--- src/rtl/scs_pkg.sv ---
// shared constants and types of the sparse coordinate sorter
package scs_pkg;

    localparam int MAX_ENTRIES = 64;
    localparam int ADDR_W      = $clog2(MAX_ENTRIES);
    localparam int CNT_W       = $clog2(MAX_ENTRIES + 1);
    localparam int IDX_W       = 16;
    localparam int VAL_W       = 32;
    localparam int DIM_W       = 17;
    localparam int CFG_IDX_W   = 2;
    localparam int CFG_W       = 17;
    localparam int KEY_W       = 2 * IDX_W;

    localparam logic [CFG_IDX_W-1:0] REG_SORT_BY_COLUMN = 2'd0;
    localparam logic [CFG_IDX_W-1:0] REG_NUM_ROWS       = 2'd1;
    localparam logic [CFG_IDX_W-1:0] REG_NUM_COLS       = 2'd2;

    localparam logic [DIM_W-1:0] DIM_RESET = 17'h10000;

    typedef struct packed {
        logic [IDX_W-1:0]        row;
        logic [IDX_W-1:0]        col;
        logic signed [VAL_W-1:0] value;
    } entry_t;

    typedef struct packed {
        logic   valid;
        logic   last;
        logic   bad;
        entry_t entry;
    } load_t;

    typedef struct packed {
        logic   last;
        logic   error;
        entry_t entry;
    } result_t;

endpackage

--- src/rtl/scs_if.sv ---
// input and output channel interfaces of the sparse coordinate sorter
interface scs_in_if;
    logic                            valid;
    logic                            ready;
    logic [scs_pkg::IDX_W-1:0]       row_index;
    logic [scs_pkg::IDX_W-1:0]       col_index;
    logic signed [scs_pkg::VAL_W-1:0] entry_value;
    logic                            last_in;

    modport source (output valid, row_index, col_index, entry_value, last_in, input ready);
    modport sink   (input valid, row_index, col_index, entry_value, last_in, output ready);
endinterface

interface scs_out_if;
    logic                            valid;
    logic                            ready;
    logic [scs_pkg::IDX_W-1:0]       out_row;
    logic [scs_pkg::IDX_W-1:0]       out_col;
    logic signed [scs_pkg::VAL_W-1:0] out_value;
    logic                            out_last;
    logic                            out_error;

    modport source (output valid, out_row, out_col, out_value, out_last, out_error, input ready);
    modport sink   (input valid, out_row, out_col, out_value, out_last, out_error, output ready);
endinterface

--- src/rtl/scs_key_cmp.sv ---
// shared order-key comparator: true when lhs sorts strictly after rhs
module scs_key_cmp (
    input  logic            sort_by_column,
    input  scs_pkg::entry_t lhs,
    input  scs_pkg::entry_t rhs,
    output logic            gt
);
    import scs_pkg::*;

    logic [KEY_W-1:0] lhs_key;
    logic [KEY_W-1:0] rhs_key;

    always_comb
    begin
        if (sort_by_column)
        begin
            lhs_key = {lhs.col, lhs.row};
            rhs_key = {rhs.col, rhs.row};
        end
        else
        begin
            lhs_key = {lhs.row, lhs.col};
            rhs_key = {rhs.row, rhs.col};
        end
        gt = lhs_key > rhs_key;
    end

endmodule

--- src/rtl/scs_sequencer.sv ---
// entry memory, insertion-sort sequencer and result register
module scs_sequencer (
    input  logic              clk,
    input  logic              rst_n,
    input  scs_pkg::load_t    load,
    output logic              in_ready,
    input  logic              sort_by_column,
    output scs_pkg::result_t  res,
    output logic              res_valid,
    input  logic              res_ready
);
    import scs_pkg::*;

    localparam logic [2:0] ST_IDLE       = 3'd0;
    localparam logic [2:0] ST_SORT_RD    = 3'd1;
    localparam logic [2:0] ST_SORT_LD    = 3'd2;
    localparam logic [2:0] ST_SORT_CMP   = 3'd3;
    localparam logic [2:0] ST_SORT_PUT   = 3'd4;
    localparam logic [2:0] ST_DRAIN_RD   = 3'd5;
    localparam logic [2:0] ST_DRAIN_LD   = 3'd6;
    localparam logic [2:0] ST_DRAIN_WAIT = 3'd7;

    entry_t entry_mem [MAX_ENTRIES];
    entry_t rdata_reg;

    logic [2:0]        state_reg, state_next;
    logic [CNT_W-1:0]  cnt_reg, cnt_next;
    logic              bad_reg, bad_next;
    logic              res_valid_reg, res_valid_next;
    logic [ADDR_W-1:0] i_reg, i_next;
    logic [ADDR_W-1:0] j_reg, j_next;
    logic [ADDR_W-1:0] k_reg, k_next;
    entry_t            cur_reg, cur_next;
    result_t           res_reg, res_next;

    logic              mem_we;
    logic [ADDR_W-1:0] mem_waddr;
    entry_t            mem_wdata;
    logic [ADDR_W-1:0] rd_addr;
    logic              cmp_gt;
    logic              in_fire;
    logic              res_fire;
    logic              run_bad;
    logic              sort_done;

    scs_key_cmp u_cmp (
        .sort_by_column (sort_by_column),
        .lhs            (rdata_reg),
        .rhs            (cur_reg),
        .gt             (cmp_gt)
    );

    assign in_ready  = (state_reg == ST_IDLE);
    assign in_fire   = load.valid && in_ready;
    assign res_fire  = res_valid_reg && res_ready;
    assign res       = res_reg;
    assign res_valid = res_valid_reg;
    assign sort_done = (CNT_W'(i_reg) + CNT_W'(1)) == cnt_reg;
    assign run_bad   = bad_reg || load.bad || (cnt_reg == CNT_W'(MAX_ENTRIES));

    always_comb
    begin
        state_next     = state_reg;
        cnt_next       = cnt_reg;
        bad_next       = bad_reg;
        res_valid_next = res_valid_reg;
        i_next         = i_reg;
        j_next         = j_reg;
        k_next         = k_reg;
        cur_next       = cur_reg;
        res_next       = res_reg;
        mem_we         = 1'b0;
        mem_waddr      = j_reg;
        mem_wdata      = cur_reg;
        rd_addr        = i_reg;

        unique case (state_reg)
            ST_IDLE:
            begin
                if (in_fire)
                begin
                    if (cnt_reg != CNT_W'(MAX_ENTRIES))
                    begin
                        mem_we    = 1'b1;
                        mem_waddr = cnt_reg[ADDR_W-1:0];
                        mem_wdata = load.entry;
                        cnt_next  = cnt_reg + CNT_W'(1);
                    end
                    else
                    begin
                        bad_next = 1'b1;
                    end
                    if (load.bad)
                    begin
                        bad_next = 1'b1;
                    end
                    if (load.last)
                    begin
                        if (run_bad)
                        begin
                            res_next.entry = '0;
                            res_next.last  = 1'b1;
                            res_next.error = 1'b1;
                            res_valid_next = 1'b1;
                            state_next     = ST_DRAIN_WAIT;
                        end
                        else if (cnt_next >= CNT_W'(2))
                        begin
                            i_next     = ADDR_W'(1);
                            state_next = ST_SORT_RD;
                        end
                        else
                        begin
                            state_next = ST_DRAIN_RD;
                        end
                    end
                end
            end
            ST_SORT_RD:
            begin
                rd_addr    = i_reg;
                state_next = ST_SORT_LD;
            end
            ST_SORT_LD:
            begin
                cur_next   = rdata_reg;
                j_next     = i_reg;
                rd_addr    = i_reg - ADDR_W'(1);
                state_next = ST_SORT_CMP;
            end
            ST_SORT_CMP:
            begin
                mem_we    = 1'b1;
                mem_waddr = j_reg;
                if (cmp_gt)
                begin
                    // shift the larger entry up one place
                    mem_wdata = rdata_reg;
                    j_next    = j_reg - ADDR_W'(1);
                    rd_addr   = j_reg - ADDR_W'(2);
                    if (j_reg == ADDR_W'(1))
                    begin
                        state_next = ST_SORT_PUT;
                    end
                end
                else
                begin
                    mem_wdata = cur_reg;
                    rd_addr   = i_reg + ADDR_W'(1);
                    i_next    = i_reg + ADDR_W'(1);
                    state_next = sort_done ? ST_DRAIN_RD : ST_SORT_LD;
                end
            end
            ST_SORT_PUT:
            begin
                mem_we     = 1'b1;
                mem_waddr  = '0;
                mem_wdata  = cur_reg;
                rd_addr    = i_reg + ADDR_W'(1);
                i_next     = i_reg + ADDR_W'(1);
                state_next = sort_done ? ST_DRAIN_RD : ST_SORT_LD;
            end
            ST_DRAIN_RD:
            begin
                rd_addr    = '0;
                k_next     = '0;
                state_next = ST_DRAIN_LD;
            end
            ST_DRAIN_LD:
            begin
                res_next.entry = rdata_reg;
                res_next.last  = (CNT_W'(k_reg) + CNT_W'(1)) == cnt_reg;
                res_next.error = 1'b0;
                res_valid_next = 1'b1;
                rd_addr        = k_reg + ADDR_W'(1);
                state_next     = ST_DRAIN_WAIT;
            end
            ST_DRAIN_WAIT:
            begin
                rd_addr = k_reg + ADDR_W'(1);
                if (res_fire)
                begin
                    if (res_reg.last)
                    begin
                        res_valid_next = 1'b0;
                        cnt_next       = '0;
                        bad_next       = 1'b0;
                        state_next     = ST_IDLE;
                    end
                    else
                    begin
                        // prefetched entry goes straight into the result register
                        res_next.entry = rdata_reg;
                        res_next.last  = (CNT_W'(k_reg) + CNT_W'(2)) == cnt_reg;
                        res_next.error = 1'b0;
                        k_next         = k_reg + ADDR_W'(1);
                        rd_addr        = k_reg + ADDR_W'(2);
                    end
                end
            end
            default:
            begin
                state_next = ST_IDLE;
            end
        endcase
    end

    always_ff @(posedge clk or negedge rst_n)
    begin
        if (!rst_n)
        begin
            state_reg     <= ST_IDLE;
            cnt_reg       <= '0;
            bad_reg       <= 1'b0;
            res_valid_reg <= 1'b0;
        end
        else
        begin
            state_reg     <= state_next;
            cnt_reg       <= cnt_next;
            bad_reg       <= bad_next;
            res_valid_reg <= res_valid_next;
        end
    end

    always_ff @(posedge clk)
    begin
        i_reg   <= i_next;
        j_reg   <= j_next;
        k_reg   <= k_next;
        cur_reg <= cur_next;
        res_reg <= res_next;
    end

    always_ff @(posedge clk)
    begin
        if (mem_we)
        begin
            entry_mem[mem_waddr] <= mem_wdata;
        end
        rdata_reg <= entry_mem[rd_addr];
    end

endmodule

--- src/rtl/sparse_coordinate_sorter_core.sv ---
// top level of the sparse coordinate sorter
// Loads one (row, column, value) entry per cycle into a 64-entry memory until
// an entry marked last; the block then sorts the run in place by row and column
// (or column and row) with a stable insertion sort that uses one key comparator
// and one memory read port, and streams the sorted entries out. The sort opens
// with a read state; each entry is then loaded, moved down past larger keys
// and written into its slot; the drain reads ahead, then gives one result per
// cycle while the sink is ready. A run with an out-of-range index or more than
// 64 entries gives a single error result instead. Input ready is low from the
// last entry's transfer until the final result's transfer.
module sparse_coordinate_sorter_core (
    input  logic                              clk,
    input  logic                              rst_n,
    scs_in_if.sink                            in_ch,
    scs_out_if.source                         out_ch,
    input  logic                              cfg_we,
    input  logic [scs_pkg::CFG_IDX_W-1:0]     cfg_index,
    input  logic [scs_pkg::CFG_W-1:0]         cfg_wdata
);
    import scs_pkg::*;

    logic             sort_by_column_reg;
    logic [DIM_W-1:0] num_rows_reg;
    logic [DIM_W-1:0] num_cols_reg;
    load_t            load;
    result_t          res;
    logic             res_valid;
    logic             in_ready;

    always_ff @(posedge clk or negedge rst_n)
    begin
        if (!rst_n)
        begin
            sort_by_column_reg <= 1'b0;
            num_rows_reg       <= DIM_RESET;
            num_cols_reg       <= DIM_RESET;
        end
        else if (cfg_we)
        begin
            unique case (cfg_index)
                REG_SORT_BY_COLUMN: sort_by_column_reg <= cfg_wdata[0];
                REG_NUM_ROWS:       num_rows_reg       <= cfg_wdata[DIM_W-1:0];
                REG_NUM_COLS:       num_cols_reg       <= cfg_wdata[DIM_W-1:0];
                default:            ;
            endcase
        end
    end

    // range check of the incoming coordinates
    always_comb
    begin
        load.valid       = in_ch.valid;
        load.last        = in_ch.last_in;
        load.entry.row   = in_ch.row_index;
        load.entry.col   = in_ch.col_index;
        load.entry.value = in_ch.entry_value;
        load.bad         = ({1'b0, in_ch.row_index} >= num_rows_reg) ||
                           ({1'b0, in_ch.col_index} >= num_cols_reg);
    end

    scs_sequencer u_seq (
        .clk            (clk),
        .rst_n          (rst_n),
        .load           (load),
        .in_ready       (in_ready),
        .sort_by_column (sort_by_column_reg),
        .res            (res),
        .res_valid      (res_valid),
        .res_ready      (out_ch.ready)
    );

    assign in_ch.ready      = in_ready;
    assign out_ch.valid     = res_valid;
    assign out_ch.out_row   = res.entry.row;
    assign out_ch.out_col   = res.entry.col;
    assign out_ch.out_value = res.entry.value;
    assign out_ch.out_last  = res.last;
    assign out_ch.out_error = res.error;

    // loading and delivering never overlap
    assert property (@(posedge clk) disable iff (!rst_n)
        !(in_ch.ready && out_ch.valid))
        else $error("input ready while a result is pending");

    // an error result always closes the run
    assert property (@(posedge clk) disable iff (!rst_n)
        (out_ch.valid && out_ch.out_error) |-> out_ch.out_last)
        else $error("error result without last");

    // the block takes input again right after the final transfer
    assert property (@(posedge clk) disable iff (!rst_n)
        (out_ch.valid && out_ch.ready && out_ch.out_last) |=> in_ch.ready)
        else $error("not ready after final result transfer");

    // the last input entry ends loading
    assert property (@(posedge clk) disable iff (!rst_n)
        (in_ch.valid && in_ch.ready && in_ch.last_in) |=> !in_ch.ready)
        else $error("still loading after last entry");

endmodule

--- src/flat_wrapper.sv ---
// flat-port wrapper written by rule: the top's interface ports become plain ports
module sparse_coordinate_sorter_core_flat import scs_pkg::*;
  (clk, rst_n, cfg_we, cfg_index, cfg_wdata, in_ch_valid, in_ch_row_index, in_ch_col_index, in_ch_entry_value, in_ch_last_in, in_ch_ready, out_ch_valid, out_ch_out_row, out_ch_out_col, out_ch_out_value, out_ch_out_last, out_ch_out_error, out_ch_ready);
  scs_in_if in_ch_i ();
  scs_out_if out_ch_i ();
  input  logic clk;
  input  logic rst_n;
  input  logic cfg_we;
  input  logic [scs_pkg::CFG_IDX_W-1:0] cfg_index;
  input  logic [scs_pkg::CFG_W-1:0] cfg_wdata;
  input wire logic [$bits(in_ch_i.valid)-1:0] in_ch_valid;
  input wire logic [$bits(in_ch_i.row_index)-1:0] in_ch_row_index;
  input wire logic [$bits(in_ch_i.col_index)-1:0] in_ch_col_index;
  input wire logic [$bits(in_ch_i.entry_value)-1:0] in_ch_entry_value;
  input wire logic [$bits(in_ch_i.last_in)-1:0] in_ch_last_in;
  output wire logic [$bits(in_ch_i.ready)-1:0] in_ch_ready;
  output wire logic [$bits(out_ch_i.valid)-1:0] out_ch_valid;
  output wire logic [$bits(out_ch_i.out_row)-1:0] out_ch_out_row;
  output wire logic [$bits(out_ch_i.out_col)-1:0] out_ch_out_col;
  output wire logic [$bits(out_ch_i.out_value)-1:0] out_ch_out_value;
  output wire logic [$bits(out_ch_i.out_last)-1:0] out_ch_out_last;
  output wire logic [$bits(out_ch_i.out_error)-1:0] out_ch_out_error;
  input wire logic [$bits(out_ch_i.ready)-1:0] out_ch_ready;
  assign in_ch_i.valid = in_ch_valid;
  assign in_ch_i.row_index = in_ch_row_index;
  assign in_ch_i.col_index = in_ch_col_index;
  assign in_ch_i.entry_value = in_ch_entry_value;
  assign in_ch_i.last_in = in_ch_last_in;
  assign in_ch_ready = in_ch_i.ready;
  assign out_ch_valid = out_ch_i.valid;
  assign out_ch_out_row = out_ch_i.out_row;
  assign out_ch_out_col = out_ch_i.out_col;
  assign out_ch_out_value = out_ch_i.out_value;
  assign out_ch_out_last = out_ch_i.out_last;
  assign out_ch_out_error = out_ch_i.out_error;
  assign out_ch_i.ready = out_ch_ready;
  sparse_coordinate_sorter_core u_core (.clk(clk), .rst_n(rst_n), .in_ch(in_ch_i), .out_ch(out_ch_i), .cfg_we(cfg_we), .cfg_index(cfg_index), .cfg_wdata(cfg_wdata));
endmodule
--- config.mk ---
export PLATFORM = sky130hd
export DESIGN_NAME = sparse_coordinate_sorter_core_flat
export DESIGN_NICKNAME = d
export VERILOG_FILES = /design/src/rtl/scs_pkg.sv /design/src/rtl/scs_if.sv /design/src/rtl/scs_key_cmp.sv /design/src/rtl/scs_sequencer.sv /design/src/rtl/sparse_coordinate_sorter_core.sv /design/src/flat_wrapper.sv
export SDC_FILE = /design/constraint.sdc
export NUM_CORES = 2
export LEC_CHECK = 0
export BUFFER_PORTS_ARGS = -buffer_cell sky130_fd_sc_hd__buf_2
export CAP_MARGIN = 20
export CORE_UTILIZATION = 25
export CTS_CLUSTER_DIAMETER = 200
export DETAILED_ROUTE_END_ITERATION = 16
export HOLD_SLACK_MARGIN = 0.08
export PLACE_DENSITY = 0.49
export SKIP_LAST_GASP = 1
export SLEW_MARGIN = 10
export SYNTH_ARGS = -nofsm -noshare
export SYNTH_HDL_FRONTEND = slang
export SYNTH_SLANG_ARGS = --single-unit
--- constraint.sdc ---
create_clock -name clk -period 8.4 [get_ports clk]
set_input_delay 0.84 -clock clk [delete_from_list [all_inputs] [get_ports clk]]
set_output_delay 0.84 -clock clk [all_outputs]
set_load 0.03 [all_outputs]
==> reports/summary.txt <==
Synth area leaders - edfxtp_1 76%, mux4_2 9.5%, nand2_1 2.0%
global routing usage on met3 - 2.87%
clock sinks - 4355
Post-Syn Area per Cell - 18.9 um2
Die Y - 823 um
worst setup margin - 1.72 ns
Crit path largest cell delay - 1.06 ns
met2 Track Usage GR - 24.7%
commonest non-fill, non-tap cells in the layout - 4244 x edfxtp_1, 838 x nand2_1, 709 x mux4_2
Cell Rows - 301
residual DRC count - 0
critical path's most frequent cell - o21ai_0
GPL Wtd Cong - 0.759
vias per cell - 4.94
status - complete, no violations
overall routed net length - 552000 um
number of synthesized register bits - 4355
YS warnings - 0
commonest non-fill, non-tap cell in the layout - edfxtp_1
Ports - 157
Post-CTS Setup Inserts - 0
share of cells above drive strength 1 - 21.2%
Most Used Layer, Global Route - met2
r2r endpoint - u_core.u_seq.rdata_reg[34]$_DFF_P_
slowest CP cell - o311ai_4
Post-Synthesis Cells - 8890
Reg-to-Reg Start - u_core.sort_by_column_reg$_DFFE_PN0P_
clock buffer depth - 4
post-place setup slack - 1.83 ns
Worst Tran Pin Value - 1.22 ns
first-pass GRT wire length - 756000 um
TritonCTS clock tree - yes
Hold Path Class - input pin to asynchronous set/reset pin
final setup vio count - 0
Pre-antenna DRT Iters - 8
CP cell instances - mux2_2 > ha_1 > a21oi_1 > o21ai_1 > a221o_1 > o31ai_4 > nand2_1 > o311ai_4 > buf_4 > a311oi_1 > o21ai_0 > o21ai_0 > or3_1
GRT Residual Overflow - 0
Starting Density - 25.1%
CP Capture Type - flop
core area - 671000 um2
input/output buffers - 156
final hold violations - 0
post-synth top area cell - edfxtp_1
Req. time, crit path - 9.27 ns
WL/cell - 29.6 um
Most used DFF post-synth - edfxtp_1
post-CTS sizing - 0
fillers - 65700
Worst EP arrival - 7.55 ns
Final nets - 9490
TritonCTS Buffers - 431
Worst Path Max Fanout - 65
die area - 677000 um2
clk root buf - clkbuf_16
synthesized cell area - 168000 um2
DP HPWL - 301000 um
crit start category - flop
Post-synth EDFFs - 4244
largest net degree at the start of global routing - 133
Clock Skew - 0.101 ns
initial antenna violation count - 40
crit path kind - flop to flop
number of library cell types mapped by synthesis - 75
Max H-tree Level - 5
Synth top area share - 75.7%
setup TNS - 0 ns
asr flop ratio synth - 1.08%
clock transition at the registers of the reported paths - 0.06 ns
Detailed Route Iter0 Violations - 11600
r2r setup slk - 1.72 ns
Max Transition Viols Final - 0
Max Clock Freq - 150 MHz
Seq/Total Area, Yosys - 77.1%
Final min period - 6.68 ns
Max-cap violations - 0
Max-slew headroom - 18.6%
Total GRT Usage - 15.6%
worst skew pair latency - 1.07 ns
ANT nets after route - 0
area delta synth->final - 17.2%
synthesized netlist net count - 9054
met1 track demand over resource - 22.5%
Die Wd - 823 um
worst hold slack - 0.177 ns
crit share post-route - 79.5%
max reg flops - 4096
RSZ-0062 raised after global routing - false
worst reg-to-reg path cell count - 13
via count - 92100
vias in the first global route - 89400
[Yosys cell counts (6+ instances only)]
| cell | number |
|---|---|
| a311oi_1 | 113 |
| a31oi_1 | 41 |
| nor2_1 | 125 |
| nor3_1 | 13 |
| mux2i_1 | 144 |
| nand3_1 | 266 |
| nor2b_1 | 6 |
| dfrtp_1 | 45 |
| a21o_1 | 15 |
| buf_2 | 134 |
| inv_1 | 49 |
| or3_1 | 68 |
| a211oi_1 | 151 |
| xnor2_1 | 24 |
| and3_1 | 155 |
| a22oi_1 | 323 |
| ha_1 | 75 |
| buf_1 | 48 |
| dfxtp_1 | 64 |
| o21ai_1 | 36 |
| mux4_2 | 709 |
| a32o_1 | 7 |
| mux2_2 | 68 |
| xor2_1 | 24 |
| a32oi_1 | 80 |
| clkbuf_1 | 354 |
| and2_1 | 65 |
| o21ai_0 | 171 |
| a221o_1 | 60 |
| nand2b_1 | 8 |
| a221oi_1 | 59 |
| nand2_1 | 879 |
| nand3b_1 | 7 |
| edfxtp_1 | 4244 |
| nand4_1 | 25 |
| a21oi_1 | 152 |
[worst max path at each step]
stage	startpoint	to	slack [ns]	cells past startpoint
finish	u_core.sort_by_column_reg$_DFFE_PN0P_	u_core.u_seq.rdata_reg[34]$_DFF_P_	1.72	13
global placement	u_core.sort_by_column_reg$_DFFE_PN0P_	u_core.u_seq.rdata_reg[0]$_DFF_P_	1.74	13
global route	u_core.sort_by_column_reg$_DFFE_PN0P_	u_core.u_seq.rdata_reg[34]$_DFF_P_	1.54	13
detailed placement	u_core.sort_by_column_reg$_DFFE_PN0P_	u_core.u_seq.rdata_reg[34]$_DFF_P_	1.83	13
CTS	u_core.sort_by_column_reg$_DFFE_PN0P_	u_core.u_seq.rdata_reg[34]$_DFF_P_	1.78	13
floorplan	in_ch_row_index[2]	u_core.u_seq.res[0]$_DFFE_PP_	0.69	12
[cell families (layout without fill, tap and decap cells)]
group | count (synthesis) | count (layout) | share of synthesized area (%)
compound gates | 1255 | 1255 | 5.36
xor+xnor | 48 | 48 | 0.250
fa+ha+maj | 75 | 75 | 0.557
buf+inv | 596 | 1404 | 1.46
flops | 4355 | 4355 | 77.1
mux | 921 | 921 | 10.8
other cells | 0 | 18 | 0
simple gates | 1640 | 1640 | 4.43
[critical path: cells and delay by family, from the launching register on]
kind,cells,cell delay (ns)
simple gates,2,0.65
compound gates,8,3.43
fa+ha+maj,1,0.31
mux,1,0.42
flops,1,1.04
buf+inv,1,0.62
[per-stage QoR]
stage                     util, %  instance area, um2  instances
after global placement       27.3              183000      17800
after global routing         29.4              197000      18600
after CTS                    29.3              197000      18600
after detailed placement     27.3              183000      17800
final                        29.4              197000      18700
after floorplan                 -              168000       8890
[layout make-up]
cell class	instances	area, um2	share of cell area, %
clock inverters	215	1890	0.960
well taps	8938	11200	5.67
clock buffers	590	11800	5.99
multi-input cells	3939	36900	18.7
repair buffers	549	5390	2.73
diodes	18	45.0	0.0228
flip-flops and latches	4355	130000	65.8
inverters	50	188	0.0951
[metal layers]
metal	vias to the layer above	share of wire [%]
li1	37400	-
met1	50100	44
met2	3968	46
met3	722	8.2
met4	8	2.3
met5	-	0.0094
[timing repair]
item	4_1_cts	5_1_grt
endpoints found under the hold margin	80	0
endpoints found under the setup margin	0	0
hold buffers	18	0
Power is left out: the tool's default activity adds up to more than one toggle a clock period on the data nets, which glitch-free logic cannot reach.
